==> src/sv/dsp_pkg.sv <==
`default_nettype none
// ----------------------------------------------------------------------------
// dsp_pkg
// Shared types and constants of the subpicture stream parser.
// ----------------------------------------------------------------------------
package dsp_pkg;

  // Event kinds reported on the result queue.
  localparam logic [3:0] EV_PRIV1   = 4'd0;
  localparam logic [3:0] EV_SUBID   = 4'd1;
  localparam logic [3:0] EV_SPUSIZE = 4'd2;
  localparam logic [3:0] EV_DSIZE   = 4'd3;
  localparam logic [3:0] EV_DATA    = 4'd4;
  localparam logic [3:0] EV_SEQ     = 4'd5;
  localparam logic [3:0] EV_DISPLAY = 4'd6;
  localparam logic [3:0] EV_STOP    = 4'd7;
  localparam logic [3:0] EV_COLORS  = 4'd8;
  localparam logic [3:0] EV_CONTR   = 4'd9;
  localparam logic [3:0] EV_AREA    = 4'd10;
  localparam logic [3:0] EV_PIXOFS  = 4'd11;
  localparam logic [3:0] EV_COLCON  = 4'd12;
  localparam logic [3:0] EV_SEQEND  = 4'd13;
  localparam logic [3:0] EV_UNKNOWN = 4'd14;
  localparam logic [3:0] EV_ERROR   = 4'd15;

  // Error codes.
  localparam logic [15:0] ERR_SPU_ZERO   = 16'd1;
  localparam logic [15:0] ERR_DATA_SMALL = 16'd2;

  // Stream ids and control commands.
  localparam logic [7:0] SID_PRIV1   = 8'hBD;
  localparam logic [7:0] CMD_DISPLAY = 8'h01;
  localparam logic [7:0] CMD_STOP    = 8'h02;
  localparam logic [7:0] CMD_COLORS  = 8'h03;
  localparam logic [7:0] CMD_CONTR   = 8'h04;
  localparam logic [7:0] CMD_AREA    = 8'h05;
  localparam logic [7:0] CMD_PIXOFS  = 8'h06;
  localparam logic [7:0] CMD_COLCON  = 8'h07;
  localparam logic [7:0] CMD_END     = 8'hFF;

  // One result event.
  typedef struct packed {
    logic [3:0]  kind;
    logic [15:0] a;
    logic [15:0] b;
    logic [15:0] c;
    logic [15:0] d;
    logic        last;
  } event_t;

  // Parameter byte count of a command; zero for commands with none.
  function automatic logic [2:0] param_len(input logic [7:0] cmd);
    case (cmd)
      CMD_COLORS, CMD_CONTR, CMD_COLCON: param_len = 3'd2;
      CMD_AREA:   param_len = 3'd6;
      CMD_PIXOFS: param_len = 3'd4;
      default:    param_len = 3'd0;
    endcase
  endfunction

endpackage
`default_nettype wire

==> src/sv/dvd_subpicture_stream_parser.sv <==
`default_nettype none
// ----------------------------------------------------------------------------
// dvd_subpicture_stream_parser
// Program stream byte parser reporting subpicture unit events.
// ----------------------------------------------------------------------------
// One byte is taken per clock while full is low. Each byte is parsed
// combinationally by the front parser, whose event (if any) is registered and
// written to a four-entry queue the next cycle; events reach the result
// ports via the parser register and the queue. full rises when the queue
// cannot absorb another in-flight event, so a stalled reader throttles the input.
module dvd_subpicture_stream_parser #(
  parameter int QueueDepth = 4
) (
  input  wire logic        clk,
  input  wire logic        rst,
  input  wire logic        push,
  output logic             full,
  input  wire logic [7:0]  stream_byte,
  output logic             empty,
  input  wire logic        pop,
  output logic [3:0]       event_kind,
  output logic [15:0]      param_a,
  output logic [15:0]      param_b,
  output logic [15:0]      param_c,
  output logic [15:0]      param_d,
  output logic             last_sequence
);
  import dsp_pkg::*;

  event_t ev, head;
  logic   ev_valid, almost_full;

  assign full = almost_full;

  dsp_front u_front (
    .clk(clk), .rst(rst), .byte_valid(push && !full), .byte_in(stream_byte),
    .ev(ev), .ev_valid(ev_valid)
  );

  dsp_queue #(.Depth(QueueDepth)) u_queue (
    .clk(clk), .rst(rst), .wr_en(ev_valid), .wr_data(ev),
    .almost_full(almost_full), .empty(empty), .rd_en(pop), .rd_data(head)
  );

  assign event_kind    = head.kind;
  assign param_a       = head.a;
  assign param_b       = head.b;
  assign param_c       = head.c;
  assign param_d       = head.d;
  assign last_sequence = head.last;

endmodule
`default_nettype wire

==> src/sv/dsp_front.sv <==
`default_nettype none
// ----------------------------------------------------------------------------
// dsp_front
// Byte parser: follows the stream phase by phase and produces at most one
// event per accepted byte.
// ----------------------------------------------------------------------------
module dsp_front (
  input  wire logic           clk,
  input  wire logic           rst,
  input  wire logic           byte_valid,
  input  wire logic [7:0]     byte_in,
  output dsp_pkg::event_t     ev,
  output logic                ev_valid
);
  import dsp_pkg::*;

  typedef enum logic [3:0] {
    PH_SCAN, PH_PESHDR, PH_HDRSKIP, PH_SUBID, PH_SPUSIZE, PH_DATASIZE,
    PH_DATA, PH_SEQHDR, PH_CMD, PH_CMDPAR, PH_COLSKIP
  } phase_t;

  phase_t      phase, phase_next;
  logic [23:0] window, window_next;
  logic [2:0]  byte_count, byte_count_next;
  logic [15:0] skip_remaining, skip_remaining_next;
  logic [15:0] spu_position, spu_position_next;
  logic [15:0] data_size, data_size_next;
  logic [15:0] seq_start, seq_start_next;
  logic        is_last, is_last_next;
  logic [47:0] collect, collect_next;
  logic [7:0]  command, command_next;
  event_t      ev_next;
  logic        ev_valid_next;

  // Collected bytes including the current one, newest lowest.
  logic [47:0] col;
  logic [2:0]  count_inc;
  logic [15:0] skip_dec;

  always_comb begin
    col       = {collect[39:0], byte_in};
    count_inc = byte_count + 3'd1;
    skip_dec  = skip_remaining - 16'd1;

    phase_next          = phase;
    window_next         = window;
    byte_count_next     = byte_count;
    skip_remaining_next = skip_remaining;
    spu_position_next   = spu_position;
    data_size_next      = data_size;
    seq_start_next      = seq_start;
    is_last_next        = is_last;
    collect_next        = collect;
    command_next        = command;
    ev_next             = '0;
    ev_valid_next       = 1'b0;

    if (byte_valid) begin
      if (phase != PH_SCAN && phase != PH_PESHDR && phase != PH_HDRSKIP &&
          phase != PH_SUBID) begin
        spu_position_next = spu_position + 16'd1;
      end
      unique case (phase)
        PH_SCAN: begin
          if (window == 24'h000001) begin
            window_next = 24'hFFFFFF;
            if (byte_in == SID_PRIV1) begin
              phase_next      = PH_PESHDR;
              byte_count_next = 3'd0;
              collect_next    = '0;
            end
          end else begin
            window_next = {window[15:0], byte_in};
          end
        end
        PH_PESHDR: begin
          collect_next    = col;
          byte_count_next = count_inc;
          if (count_inc == 3'd5) begin
            byte_count_next     = 3'd0;
            collect_next        = '0;
            skip_remaining_next = {8'd0, byte_in};
            phase_next          = (byte_in != 8'd0) ? PH_HDRSKIP : PH_SUBID;
            ev_next.kind        = EV_PRIV1;
            ev_next.a           = col[39:24];
            ev_next.b           = {8'd0, byte_in};
            ev_valid_next       = 1'b1;
          end
        end
        PH_HDRSKIP: begin
          skip_remaining_next = skip_dec;
          if (skip_dec == 16'd0) phase_next = PH_SUBID;
        end
        PH_SUBID: begin
          if (byte_in[7:5] == 3'b001) begin
            phase_next        = PH_SPUSIZE;
            spu_position_next = 16'd0;
            byte_count_next   = 3'd0;
            collect_next      = '0;
          end else begin
            phase_next  = PH_SCAN;
            window_next = 24'hFFFFFF;
          end
          ev_next.kind  = EV_SUBID;
          ev_next.a     = {8'd0, byte_in};
          ev_valid_next = 1'b1;
        end
        PH_SPUSIZE: begin
          collect_next    = col;
          byte_count_next = count_inc;
          if (count_inc == 3'd2) begin
            byte_count_next = 3'd0;
            collect_next    = '0;
            ev_valid_next   = 1'b1;
            if (col[15:0] == 16'd0) begin
              phase_next   = PH_SCAN;
              window_next  = 24'hFFFFFF;
              ev_next.kind = EV_ERROR;
              ev_next.a    = ERR_SPU_ZERO;
            end else begin
              phase_next   = PH_DATASIZE;
              ev_next.kind = EV_SPUSIZE;
              ev_next.a    = col[15:0];
            end
          end
        end
        PH_DATASIZE: begin
          collect_next    = col;
          byte_count_next = count_inc;
          if (count_inc == 3'd2) begin
            byte_count_next = 3'd0;
            collect_next    = '0;
            ev_valid_next   = 1'b1;
            if (col[15:2] == 14'd0) begin
              phase_next   = PH_SCAN;
              window_next  = 24'hFFFFFF;
              ev_next.kind = EV_ERROR;
              ev_next.a    = ERR_DATA_SMALL;
            end else begin
              data_size_next      = col[15:0];
              skip_remaining_next = col[15:0] - 16'd4;
              phase_next   = (col[15:0] != 16'd4) ? PH_DATA : PH_SEQHDR;
              ev_next.kind = EV_DSIZE;
              ev_next.a    = col[15:0];
            end
          end
        end
        PH_DATA: begin
          skip_remaining_next = skip_dec;
          if (skip_dec == 16'd0) begin
            phase_next      = PH_SEQHDR;
            byte_count_next = 3'd0;
            collect_next    = '0;
          end
          ev_next.kind  = EV_DATA;
          ev_next.a     = {8'd0, byte_in};
          ev_next.b     = data_size - 16'd4 - skip_remaining;
          ev_valid_next = 1'b1;
        end
        PH_SEQHDR: begin
          if (byte_count == 3'd0) seq_start_next = spu_position;
          collect_next    = col;
          byte_count_next = count_inc;
          if (count_inc == 3'd4) begin
            is_last_next    = (col[15:0] == seq_start);
            byte_count_next = 3'd0;
            collect_next    = '0;
            phase_next      = PH_CMD;
            ev_next.kind    = EV_SEQ;
            ev_next.a       = col[31:16];
            ev_next.b       = col[15:0];
            ev_valid_next   = 1'b1;
          end
        end
        PH_CMD: begin
          command_next = byte_in;
          if (param_len(byte_in) != 3'd0) begin
            byte_count_next = 3'd0;
            collect_next    = '0;
            phase_next      = PH_CMDPAR;
          end else begin
            ev_valid_next = 1'b1;
            case (byte_in)
              CMD_DISPLAY: ev_next.kind = EV_DISPLAY;
              CMD_STOP:    ev_next.kind = EV_STOP;
              CMD_END: begin
                ev_next.kind = EV_SEQEND;
                ev_next.last = is_last;
                if (is_last) begin
                  phase_next  = PH_SCAN;
                  window_next = 24'hFFFFFF;
                end else begin
                  phase_next      = PH_SEQHDR;
                  byte_count_next = 3'd0;
                  collect_next    = '0;
                end
              end
              default: begin
                ev_next.kind = EV_UNKNOWN;
                ev_next.a    = {8'd0, byte_in};
              end
            endcase
          end
        end
        PH_CMDPAR: begin
          collect_next    = col;
          byte_count_next = count_inc;
          if (count_inc == param_len(command)) begin
            phase_next    = PH_CMD;
            ev_valid_next = 1'b1;
            case (command)
              CMD_COLORS, CMD_CONTR: begin
                ev_next.kind = (command == CMD_COLORS) ? EV_COLORS : EV_CONTR;
                ev_next.a    = {12'd0, col[15:12]};
                ev_next.b    = {12'd0, col[11:8]};
                ev_next.c    = {12'd0, col[7:4]};
                ev_next.d    = {12'd0, col[3:0]};
              end
              CMD_AREA: begin
                ev_next.kind = EV_AREA;
                ev_next.a    = {4'd0, col[47:36]};
                ev_next.b    = {4'd0, col[35:24]};
                ev_next.c    = {4'd0, col[23:12]};
                ev_next.d    = {4'd0, col[11:0]};
              end
              CMD_PIXOFS: begin
                ev_next.kind = EV_PIXOFS;
                ev_next.a    = col[31:16];
                ev_next.b    = col[15:0];
              end
              default: begin
                ev_next.kind        = EV_COLCON;
                ev_next.a           = col[15:0];
                skip_remaining_next = col[15:0];
                if (col[15:0] != 16'd0) phase_next = PH_COLSKIP;
              end
            endcase
          end
        end
        PH_COLSKIP: begin
          skip_remaining_next = skip_dec;
          if (skip_dec == 16'd0) phase_next = PH_CMD;
        end
        default: begin
          phase_next  = PH_SCAN;
          window_next = 24'hFFFFFF;
        end
      endcase
    end
  end

  // Parser state and the registered event.
  always_ff @(posedge clk) begin
    if (rst) begin
      phase          <= PH_SCAN;
      window         <= 24'hFFFFFF;
      byte_count     <= '0;
      skip_remaining <= '0;
      spu_position   <= '0;
      data_size      <= '0;
      seq_start      <= '0;
      is_last        <= 1'b0;
      collect        <= '0;
      command        <= '0;
      ev_valid       <= 1'b0;
    end else begin
      phase          <= phase_next;
      window         <= window_next;
      byte_count     <= byte_count_next;
      skip_remaining <= skip_remaining_next;
      spu_position   <= spu_position_next;
      data_size      <= data_size_next;
      seq_start      <= seq_start_next;
      is_last        <= is_last_next;
      collect        <= collect_next;
      command        <= command_next;
      ev_valid       <= ev_valid_next;
    end
    ev <= ev_next;
  end

endmodule
`default_nettype wire

==> src/sv/dsp_queue.sv <==
`default_nettype none
// ----------------------------------------------------------------------------
// dsp_queue
// Small event queue between the parser and the result port.
// ----------------------------------------------------------------------------
module dsp_queue #(
  parameter int Depth = 4
) (
  input  wire logic       clk,
  input  wire logic       rst,
  input  wire logic       wr_en,
  input  dsp_pkg::event_t wr_data,
  output logic            almost_full,
  output logic            empty,
  input  wire logic       rd_en,
  output dsp_pkg::event_t rd_data
);
  import dsp_pkg::*;

  localparam int AW = (Depth > 1) ? $clog2(Depth) : 1;

  event_t          mem [Depth];
  logic [AW-1:0]   wr_ptr, rd_ptr;
  logic [AW:0]     count;
  logic            do_wr, do_rd;

  assign do_wr = wr_en;
  assign do_rd = rd_en && !empty;
  assign empty = (count == '0);
  // One slot stays free for the event still held in the parser register.
  assign almost_full = (count >= (AW+1)'(Depth - 1));
  assign rd_data = mem[rd_ptr];

  // Pointer and occupancy update.
  always_ff @(posedge clk) begin
    if (rst) begin
      wr_ptr <= '0;
      rd_ptr <= '0;
      count  <= '0;
    end else begin
      if (do_wr) wr_ptr <= (wr_ptr == AW'(Depth - 1)) ? '0 : wr_ptr + AW'(1);
      if (do_rd) rd_ptr <= (rd_ptr == AW'(Depth - 1)) ? '0 : rd_ptr + AW'(1);
      count <= count + (AW+1)'(do_wr) - (AW+1)'(do_rd);
    end
    if (do_wr) mem[wr_ptr] <= wr_data;
  end

endmodule
`default_nettype wire

==> config.mk <==
export PLATFORM = sky130hd
export DESIGN_NAME = dvd_subpicture_stream_parser
export DESIGN_NICKNAME = d
export VERILOG_FILES = /design/src/sv/dsp_pkg.sv /design/src/sv/dvd_subpicture_stream_parser.sv /design/src/sv/dsp_front.sv /design/src/sv/dsp_queue.sv
export SDC_FILE = /design/constraint.sdc
export NUM_CORES = 1
export LEC_CHECK = 0
export ABC_CLOCK_PERIOD_IN_PS = 2700
export BUFFER_PORTS_ARGS = -buffer_cell sky130_fd_sc_hd__buf_2
export CAP_MARGIN = 20
export CORE_ASPECT_RATIO = 1.4
export CORE_MARGIN = 5
export CORE_UTILIZATION = 40
export DETAILED_ROUTE_END_ITERATION = 12
export SYNTH_ARGS = -nofsm -noshare
export SYNTH_HDL_FRONTEND = slang
export SYNTH_SLANG_ARGS = --single-unit
==> constraint.sdc <==
create_clock -name clk -period 2.7 [get_ports clk]
set_input_delay 0.54 -clock clk [delete_from_list [all_inputs] [get_ports clk]]
set_output_delay 0.54 -clock clk [all_outputs]
set_load 0.01 [all_outputs]
==> results of run 1 <==
[cells in the mapped netlist (5+ instances only)]
cell / count / area (sq um)
sky130_fd_sc_hd__buf_1: 11 / 41.3
sky130_fd_sc_hd__nand2_1: 126 / 473
sky130_fd_sc_hd__a21oi_1: 74 / 370
sky130_fd_sc_hd__mux4_2: 61 / 1370
sky130_fd_sc_hd__xnor2_1: 20 / 175
sky130_fd_sc_hd__a21o_1: 9 / 67.6
sky130_fd_sc_hd__a222oi_1: 10 / 100
sky130_fd_sc_hd__a31oi_1: 12 / 75.1
sky130_fd_sc_hd__nand4_1: 12 / 75.1
sky130_fd_sc_hd__a22o_1: 6 / 52.6
sky130_fd_sc_hd__o31ai_1: 5 / 37.5
sky130_fd_sc_hd__and3_1: 5 / 31.3
sky130_fd_sc_hd__o2bb2ai_1: 6 / 52.6
sky130_fd_sc_hd__nand3_1: 70 / 350
sky130_fd_sc_hd__nor2_1: 159 / 597
sky130_fd_sc_hd__dfxtp_1: 215 / 4300
sky130_fd_sc_hd__a221oi_1: 10 / 87.6
sky130_fd_sc_hd__or3_1: 9 / 56.3
sky130_fd_sc_hd__a22oi_1: 18 / 135
sky130_fd_sc_hd__a211oi_1: 8 / 60.1
sky130_fd_sc_hd__inv_1: 67 / 251
sky130_fd_sc_hd__o21ai_0: 122 / 611
sky130_fd_sc_hd__buf_2: 8 / 40.0
sky130_fd_sc_hd__buf_4: 13 / 97.6
sky130_fd_sc_hd__nor4_1: 19 / 119
sky130_fd_sc_hd__o21a_1: 6 / 45.0
sky130_fd_sc_hd__nor3_1: 46 / 230
sky130_fd_sc_hd__mux2i_1: 36 / 360
sky130_fd_sc_hd__nand2b_1: 9 / 56.3
sky130_fd_sc_hd__clkbuf_1: 85 / 319
sky130_fd_sc_hd__edfxtp_1: 244 / 7330
sky130_fd_sc_hd__ha_1: 48 / 601
sky130_fd_sc_hd__and2_1: 28 / 175
sky130_fd_sc_hd__xor2_1: 29 / 254
sky130_fd_sc_hd__or4_1: 5 / 37.5
sky130_fd_sc_hd__o21ai_1: 5 / 25.0
[layer usage]
layer | vias up | share of wire, %
met5 | - | 0.047
li1 | 6580 | -
met2 | 393 | 52
met4 | 4 | 3.5
met3 | 123 | 5.0
met1 | 6916 | 39
[stage by stage]
step / instances / TNS [ns] / utilization [%]
final: 2555 / -1.93 / 48.8
after global routing: 2554 / -6.30 / 48.8
after CTS: 2549 / -0.137 / 48.1
after detailed placement: 2455 / -7.01 / 44.8
after global placement: 2455 / -3.70 / 44.8
after floorplan: 1694 / -1.37 / -
[tightest hold or removal path, stage by stage]
cell and delay, ns:
sky130_fd_sc_hd__buf_2 0.18, sky130_fd_sc_hd__nand3_1 0.09, sky130_fd_sc_hd__a21oi_1 0.06
[registers in the layout, summed over array words and instances (netlist names), 2 cells and up, named ones only]
name	count
u_front.skip_remaining	16
u_front.data_size	16
u_queue.count	3
u_front.window	24
u_front.byte_count	3
u_queue.mem	244
u_front.spu_position	16
u_queue.rd_ptr	2
u_queue.wr_ptr	2
u_front.command	8
u_front.ev	61
u_front.phase	4
u_front.seq_start	16
u_front.collect	40
[what timing repair did]
action | in CTS | in global routing
setup buffers | 14 | 6
setup endpoints to repair | 103 | 106
pin swaps | 7 | 30
cloned | 0 | 2
gates resized for setup | 25 | 95
[kinds of logic (layout without fill, tap and decap cells)]
group | count (synthesis) | in the layout | synth area share, %
xor+xnor | 49 | 49 | 2.18
mux | 97 | 97 | 8.79
simple gates | 519 | 519 | 12.6
flops | 459 | 459 | 59.0
other cells | 1 | 9 | 0.0190
compound gates | 327 | 327 | 10.4
fa+ha+maj | 50 | 50 | 3.25
buf+inv | 185 | 408 | 3.86
[power breakdown]
part / leakage [nW] / internal (mW) / total, mW / switching [mW]
registers: 3.42 / 7.34 / 7.42 / 0.0781
clock network: 0.676 / 3.24 / 5.92 / 2.68
logic: 3.70 / 0.507 / 1.14 / 0.628
[cell type report]
type	count	area [sq um]	share of cell area [%]
inverters	67	256	1.07
well taps	637	797	3.34
clock inverters	23	193	0.807
repair buffers	261	2050	8.60
flip-flops and latches	459	11600	48.8
multi-input cells	1050	7740	32.4
clock buffers	57	1180	4.94
diodes	1	2.50	0.0105
[worst max-delay path by stage]
stage / startpoint / endpoint / depth (start not counted)
final: u_front.skip_remaining[0]$_SDFFE_PP0P_ / u_front.phase[3]$_SDFFE_PP0P_ / 9
after global routing: u_front.skip_remaining[0]$_SDFFE_PP0P_ / u_front.phase[1]$_SDFFE_PP0P_ / 9
after CTS: u_front.skip_remaining[1]$_SDFFE_PP0P_ / u_front.phase[3]$_SDFFE_PP0P_ / 10
after detailed placement: u_front.skip_remaining[1]$_SDFFE_PP0P_ / u_front.phase[3]$_SDFFE_PP0P_ / 10
after global placement: stream_byte[3] / u_front.window[14]$_SDFFE_PP1P_ / 12
after floorplan: u_front.skip_remaining[0]$_SDFFE_PP0P_ / u_front.phase[3]$_SDFFE_PP0P_ / 10
==> run metrics, run 1 <==
run status finished with violations; failing checks negative setup slack; class of the most critical hold timing path in -> reg; Min Hold Slack approximately 0.33 ns; leading cell type in the layout, fill and taps excluded sky130_fd_sc_hd__edfxtp_1; top library cells by usage in the layout, fill and taps aside sky130_fd_sc_hd__edfxtp_1, sky130_fd_sc_hd__dfxtp_1, sky130_fd_sc_hd__buf_4, sky130_fd_sc_hd__nor2_1, sky130_fd_sc_hd__nand2_1; highest cell delay on the worst timing path approximately 0.54 ns; Layout area overhead 21.0%; worst skew pair latency a little under 0.6 ns; crit path kind reg -> reg; number of buffers created by CTS 43; global-route wire length before repair between 80 and 90 mm; met1 capacity usage during global routing roughly a quarter; Avg WL per Cell about 21 um; count of clock tree sinks approximately 460; IO buf count 74; worst slew pin tran approximately 0.76 ns; commonest register cell after synthesis sky130_fd_sc_hd__edfxtp_1; final clock period utilization by the worst path 104%; antenna violations before repair 2; drt pass-1 iters 6; grt ovf 0; H-Tree Depth 2; ratio of routed vias to standard cells ~5.5; endpoint class of the critical path flop; mapped cell area 19700 sq um; largest net degree at the start of global routing 80; worst hold path depth 3; overall fraction of global-route tracks in use between 10% and 20%; Final min period about 2.8 ns; largest vdd supply drop roughly 390 uV; via count of the first global-routing pass between 10000 and 15000; leakage power summed over all cells 7.79 nW; maximum count of clock buffers along a single path 3; synthesis warning total 0; antenna-violating nets left 0; Endpoint, Worst Hold u_front.skip_remaining[0]$_SDFFE_PP0P_; met3 Use GR 2.94%; worst path buffer plus inverter count 1; Rel. slew slack roughly half; chip height 273 um; EDFF count, synth approximately 240; clock slew seen by the registers of the worst setup and hold paths ~0.070 ns; library cell appearing most often on the critical path sky130_fd_sc_hd__or4_4; Final Wtd Congestion 0.957; Avg Cell Area, Syn ~12 sq um; proportion of synthesized flip-flops having asynchronous set or reset 0%; die outline width ~200 um; Ports 83; # nets final 1944; total via count after detailed routing 14000; dominant delay contributor by cell family on the critical path simple AND/OR/NAND/NOR gates; total wire length roughly 53 mm; met2 Use GR 34.2%; final routed DRC violation total 0; number of max-slew violations in the final report 0; required time of the worst setup path between 3 and 4 ns; setup slack on the worst flop-to-flop path -0.11 ns; setup repair after global routing missed its margin true; proportion of layout cells with a drive suffix above 1 between 20 and 30%; depth of the worst register-to-register path 9; power density relative to cell area 606 nW/um^2; die footprint approximately 54000 sq um; flops & latches, synth approximately 460; cell count after synthesis about 1700; worst reg2reg path endpoint u_front.phase[3]$_SDFFE_PP0P_; CTS tree done; power consumption around 14 mW; initial cell density of the core ~40%; final clock skew about 0.032 ns; placed cell area about 22000 sq um; highest net fanout along the worst path 7; register area share after synthesis approximately three fifths; DP Worst Slack -0.154 ns; Post-Layout Inst Area 23900 sq um; crit path max-delay cell type sky130_fd_sc_hd__or4_4; Top Usage Layer GRT met2; maximum clock frequency roughly 360 MHz; area of the core roughly 50000 sq um; number of hold-slack violations in the final timing report 0; filler instances 4347; endpoints failing setup 48; CTS Hold Buffers Added 0; Yosys cell types 75; standard-cell rows 96; DRC marker count from the first detailed-route iteration roughly 1000; post-route setup slack -0.113 ns; nature of the critical path startpoint flop; Min-Delay Startpoint stream_byte[0]; startpoint of the lowest-slack register-to-register path u_front.skip_remaining[0]$_SDFFE_PP0P_; number of violations of the max-capacitance limit 0; CTS Root Buffer Type sky130_fd_sc_hd__clkbuf_16; data arrival time of the critical path approximately 3.3 ns; post-DP HPWL approximately 37 mm; chain of cells forming the critical path buf_4 -> or4_4 -> nor4_2 -> a31oi_1 -> or4_4 -> a211o_1 -> a21oi_4 -> a21oi_2 -> a31o_2
Power figures use the tool's default switching activity.
==> run 2, diff against run 1 <==
Settings changed: BUFFER_PORTS_ARGS -buffer_cell sky130_fd_sc_hd__buf_2 to -buffer_cell sky130_fd_sc_hd__buf_4, PLACE_DENSITY from default to 0.58.
==> run 2 against run 1 <==
The flow still finishes with violations (negative setup slack). First-iteration DRC count rose by 2.4%. Sequential share of layout area is 2.0 points lower. Combinational power is essentially flat. Setup slack worse by 0.019 ns. Maximum frequency fell by 0.66%. Non-clock buffer count grew 11. Critical path type unchanged. Wire length increased by 2.0%. Sequential power hardly changed. Clock skew is 0.016 ns lower. Critical path depth grew 4.
==> run metrics, run 2 (same netlist as run 1, synthesis figures left out) <==
count of clock tree sinks 459 (unchanged); global-route wire length before repair 82.4 mm (+0.34%); maximum count of clock buffers along a single path 3 (unchanged); ratio of routed vias to standard cells 5.48 (about the same); library cell appearing most often on the critical path sky130_fd_sc_hd__buf_12; run status finished with violations; required time of the worst setup path 3.18 ns (about the same); largest net degree at the start of global routing 62 (-23%); power density relative to cell area 603 nW/um^2 (-0.65%); Min Hold Slack 0.261 ns (-0.0694 ns); Rel. slew slack 45.6% (-3.0 points); endpoint class of the critical path flop; die outline width 198 um (unchanged); Endpoint, Worst Hold u_front.skip_remaining[14]$_SDFFE_PP0P_; clock slew seen by the registers of the worst setup and hold paths 0.07 ns (about the same); chip height 273 um (unchanged); H-Tree Depth 2 (unchanged); nature of the critical path startpoint flop; setup slack on the worst flop-to-flop path -0.13 ns (-0.02 ns); startpoint of the lowest-slack register-to-register path u_front.skip_remaining[1]$_SDFFE_PP0P_; Final Wtd Congestion 0.929 (-2.9%); largest vdd supply drop 373 uV (-5.3%); crit path max-delay cell type sky130_fd_sc_hd__or4b_4; post-DP HPWL 37.0 mm (+0.53%); CTS Hold Buffers Added 0 (unchanged); leakage power summed over all cells 8.17 nW (+4.8%); leading cell type in the layout, fill and taps excluded sky130_fd_sc_hd__edfxtp_1; final routed DRC violation total 0 (unchanged); total via count after detailed routing 14100 (+0.39%); DRC marker count from the first detailed-route iteration 1055 (+2.4%); data arrival time of the critical path 3.32 ns (+0.04 ns); proportion of layout cells with a drive suffix above 1 29.3% (+4.0 points); flip-flop count of the largest register after layout 244 (unchanged); number of max-slew violations in the final report 0 (unchanged); number of violations of the max-capacitance limit 0 (unchanged); antenna violations before repair 0 (-2); initial cell density of the core 40.4% (unchanged); maximum clock frequency 353 MHz (-0.66%); top register by number of flip-flops u_queue.mem; CTS tree done; number of hold-slack violations in the final timing report 0 (unchanged); area of the core 48900 sq um (unchanged); top library cells by usage in the layout, fill and taps aside sky130_fd_sc_hd__edfxtp_1, sky130_fd_sc_hd__buf_4, sky130_fd_sc_hd__dfxtp_1, sky130_fd_sc_hd__nor2_1, sky130_fd_sc_hd__nand2_1; drt pass-1 iters 5 (-1); grt ovf 0 (unchanged); overall fraction of global-route tracks in use 19.4% (+0.076 points); Avg WL per Cell 21.1 um (+1.5%); Antenna Diode Count 0 (-1); die footprint 53900 sq um (unchanged); # nets final 1956 (+0.62%); final total negative setup slack -3.37 ns (-1.43 ns); antenna-violating nets left 0 (unchanged); number of buffers created by CTS 44 (+2.3%); dominant delay contributor by cell family on the critical path simple AND/OR/NAND/NOR gates; chain of cells forming the critical path inv_2 -> ha_4 -> or4b_4 -> nor4_4 -> xor2_1 -> or4_4 -> a211oi_4 -> buf_4 -> buf_12 -> buf_8 -> buf_12 -> nand3_1 -> o31ai_1; class of the most critical hold timing path in -> reg; power consumption 15.0 mW (+3.6%); highest net fanout along the worst path 8 (+1); Ports 83 (unchanged); depth of the worst register-to-register path 13 (+4); crit path kind reg -> reg; worst slew pin tran 0.805 ns (+0.0419 ns); largest registers ranked by flip-flop count u_queue.mem x244, u_front.ev x61, u_front.collect x40; via count of the first global-routing pass 14200 (+0.13%); total wire length 54.1 mm (+2.0%); Final min period 2.83 ns (+0.0186 ns); failing checks negative setup slack; worst skew pair latency 0.57 ns (about the same); standard-cell rows 96 (unchanged); worst reg2reg path endpoint u_front.collect[6]$_SDFFE_PP0P_; setup repair after global routing missed its margin true; worst path buffer plus inverter count 5 (+4); Layout area overhead 26.2%; IO buf count 74 (unchanged); post-route setup slack -0.131 ns (-0.0186 ns); endpoints failing setup 59 (+23%); final clock period utilization by the worst path 105% (+0.69 points); Min-Delay Startpoint rst; highest cell delay on the worst timing path 0.48 ns (-0.06 ns); worst hold path depth 2 (-1); CTS Root Buffer Type sky130_fd_sc_hd__clkbuf_16; final clock skew 0.0160 ns (-0.0161 ns)
-- run 2: changes by cell type in the layout (fill, tap and decap cells not counted), moves of 13 or more --
cell / previous run / this run
sky130_fd_sc_hd__buf_2: 74 / 0
sky130_fd_sc_hd__buf_4: 159 / 215
sky130_fd_sc_hd__nand3_1: 67 / 36
sky130_fd_sc_hd__nand3_2: 3 / 29
sky130_fd_sc_hd__o21ai_2: 10 / 23
sky130_fd_sc_hd__buf_6: 9 / 23
sky130_fd_sc_hd__o21ai_0: 101 / 66
sky130_fd_sc_hd__o21ai_1: 15 / 37
-- run 2: worst reg2reg max path, cell delays in order, from the launching register on --
cell and delay [ns]:
sky130_fd_sc_hd__dfxtp_2 0.33, sky130_fd_sc_hd__inv_2 0.08, sky130_fd_sc_hd__ha_4 0.14, sky130_fd_sc_hd__or4b_4 0.48
sky130_fd_sc_hd__nor4_4 0.18, sky130_fd_sc_hd__xor2_1 0.11, sky130_fd_sc_hd__or4_4 0.48, sky130_fd_sc_hd__a211oi_4 0.25
sky130_fd_sc_hd__buf_4 0.16, sky130_fd_sc_hd__buf_12 0.16, sky130_fd_sc_hd__buf_8 0.13, sky130_fd_sc_hd__buf_12 0.11
sky130_fd_sc_hd__nand3_1 0.07, sky130_fd_sc_hd__o31ai_1 0.07
-- run 2: worst max-delay path by stage --
stage | startpoint | to | slack, ns | depth (start not counted)
after global placement | u_front.skip_remaining[1]$_SDFFE_PP0P_ | u_front.phase[3]$_SDFFE_PP0P_ | -0.15 | 10
after CTS | u_front.command[6]$_SDFFE_PP0P_ | u_front.skip_remaining[4]$_SDFFE_PP0P_ | -0.12 | 8
after floorplan | u_front.skip_remaining[0]$_SDFFE_PP0P_ | u_front.phase[3]$_SDFFE_PP0P_ | -0.08 | 10
final | u_front.skip_remaining[1]$_SDFFE_PP0P_ | u_front.collect[6]$_SDFFE_PP0P_ | -0.13 | 13
after global routing | u_front.skip_remaining[1]$_SDFFE_PP0P_ | u_front.collect[6]$_SDFFE_PP0P_ | -0.26 | 13
after detailed placement | u_front.skip_remaining[1]$_SDFFE_PP0P_ | u_front.phase[3]$_SDFFE_PP0P_ | -0.23 | 10
-- run 2: through the flow --
step / utilization (%) / std cells / area [sq um] / setup WS, ns
final: 50.9 / 2566 / 24900 / -0.131
after global routing: 50.9 / 2566 / 24900 / -0.255
after CTS: 49.0 / 2550 / 23900 / -0.124
after detailed placement: 45.2 / 2451 / 22100 / -0.228
after global placement: 45.2 / 2451 / 22100 / -0.151
after floorplan: - / 1694 / 19800 / -0.0801
-- run 2: power breakdown --
part           switching (mW)  internal (mW)  total (mW)
logic                   0.624          0.541        1.17
registers              0.0965           7.35        7.44
clock network            2.73           3.66        6.39
total                    3.45           11.5        15.0
-- run 2: cell type report --
type | instances | area [sq um]
Fill cell | 4213 | 24000
Clock buffer | 52 | 1210
Sequential cell | 459 | 11600
Inverter | 67 | 251
Timing Repair Buffer | 272 | 2580
Tap cell | 637 | 797
Clock inverter | 29 | 303
Multi-Input combinational cell | 1050 | 8110
-- run 2: routing by layer --
metal | vias up | part of all wire [%] | wire length, um | GRT usage, %
met1 | 6950 | 39 | 21200 | 23.7
met4 | 0 | 4.7 | 2530 | 8.23
met5 | - | 0 | 0 | 0
met3 | 127 | 4.3 | 2340 | 2.10
met2 | 384 | 52 | 28000 | 34.6
li1 | 6610 | - | - | -
-- run 2: what timing repair did --
| action | in CTS | in global routing |
|---|---|---|
| gates cloned | 2 | 8 |
| pin swaps | 11 | 52 |
| endpoints found under the hold margin | 0 | 0 |
| endpoints found under the setup margin | 76 | 110 |
| setup buffers | 16 | 10 |
| gates resized for setup | 50 | 194 |
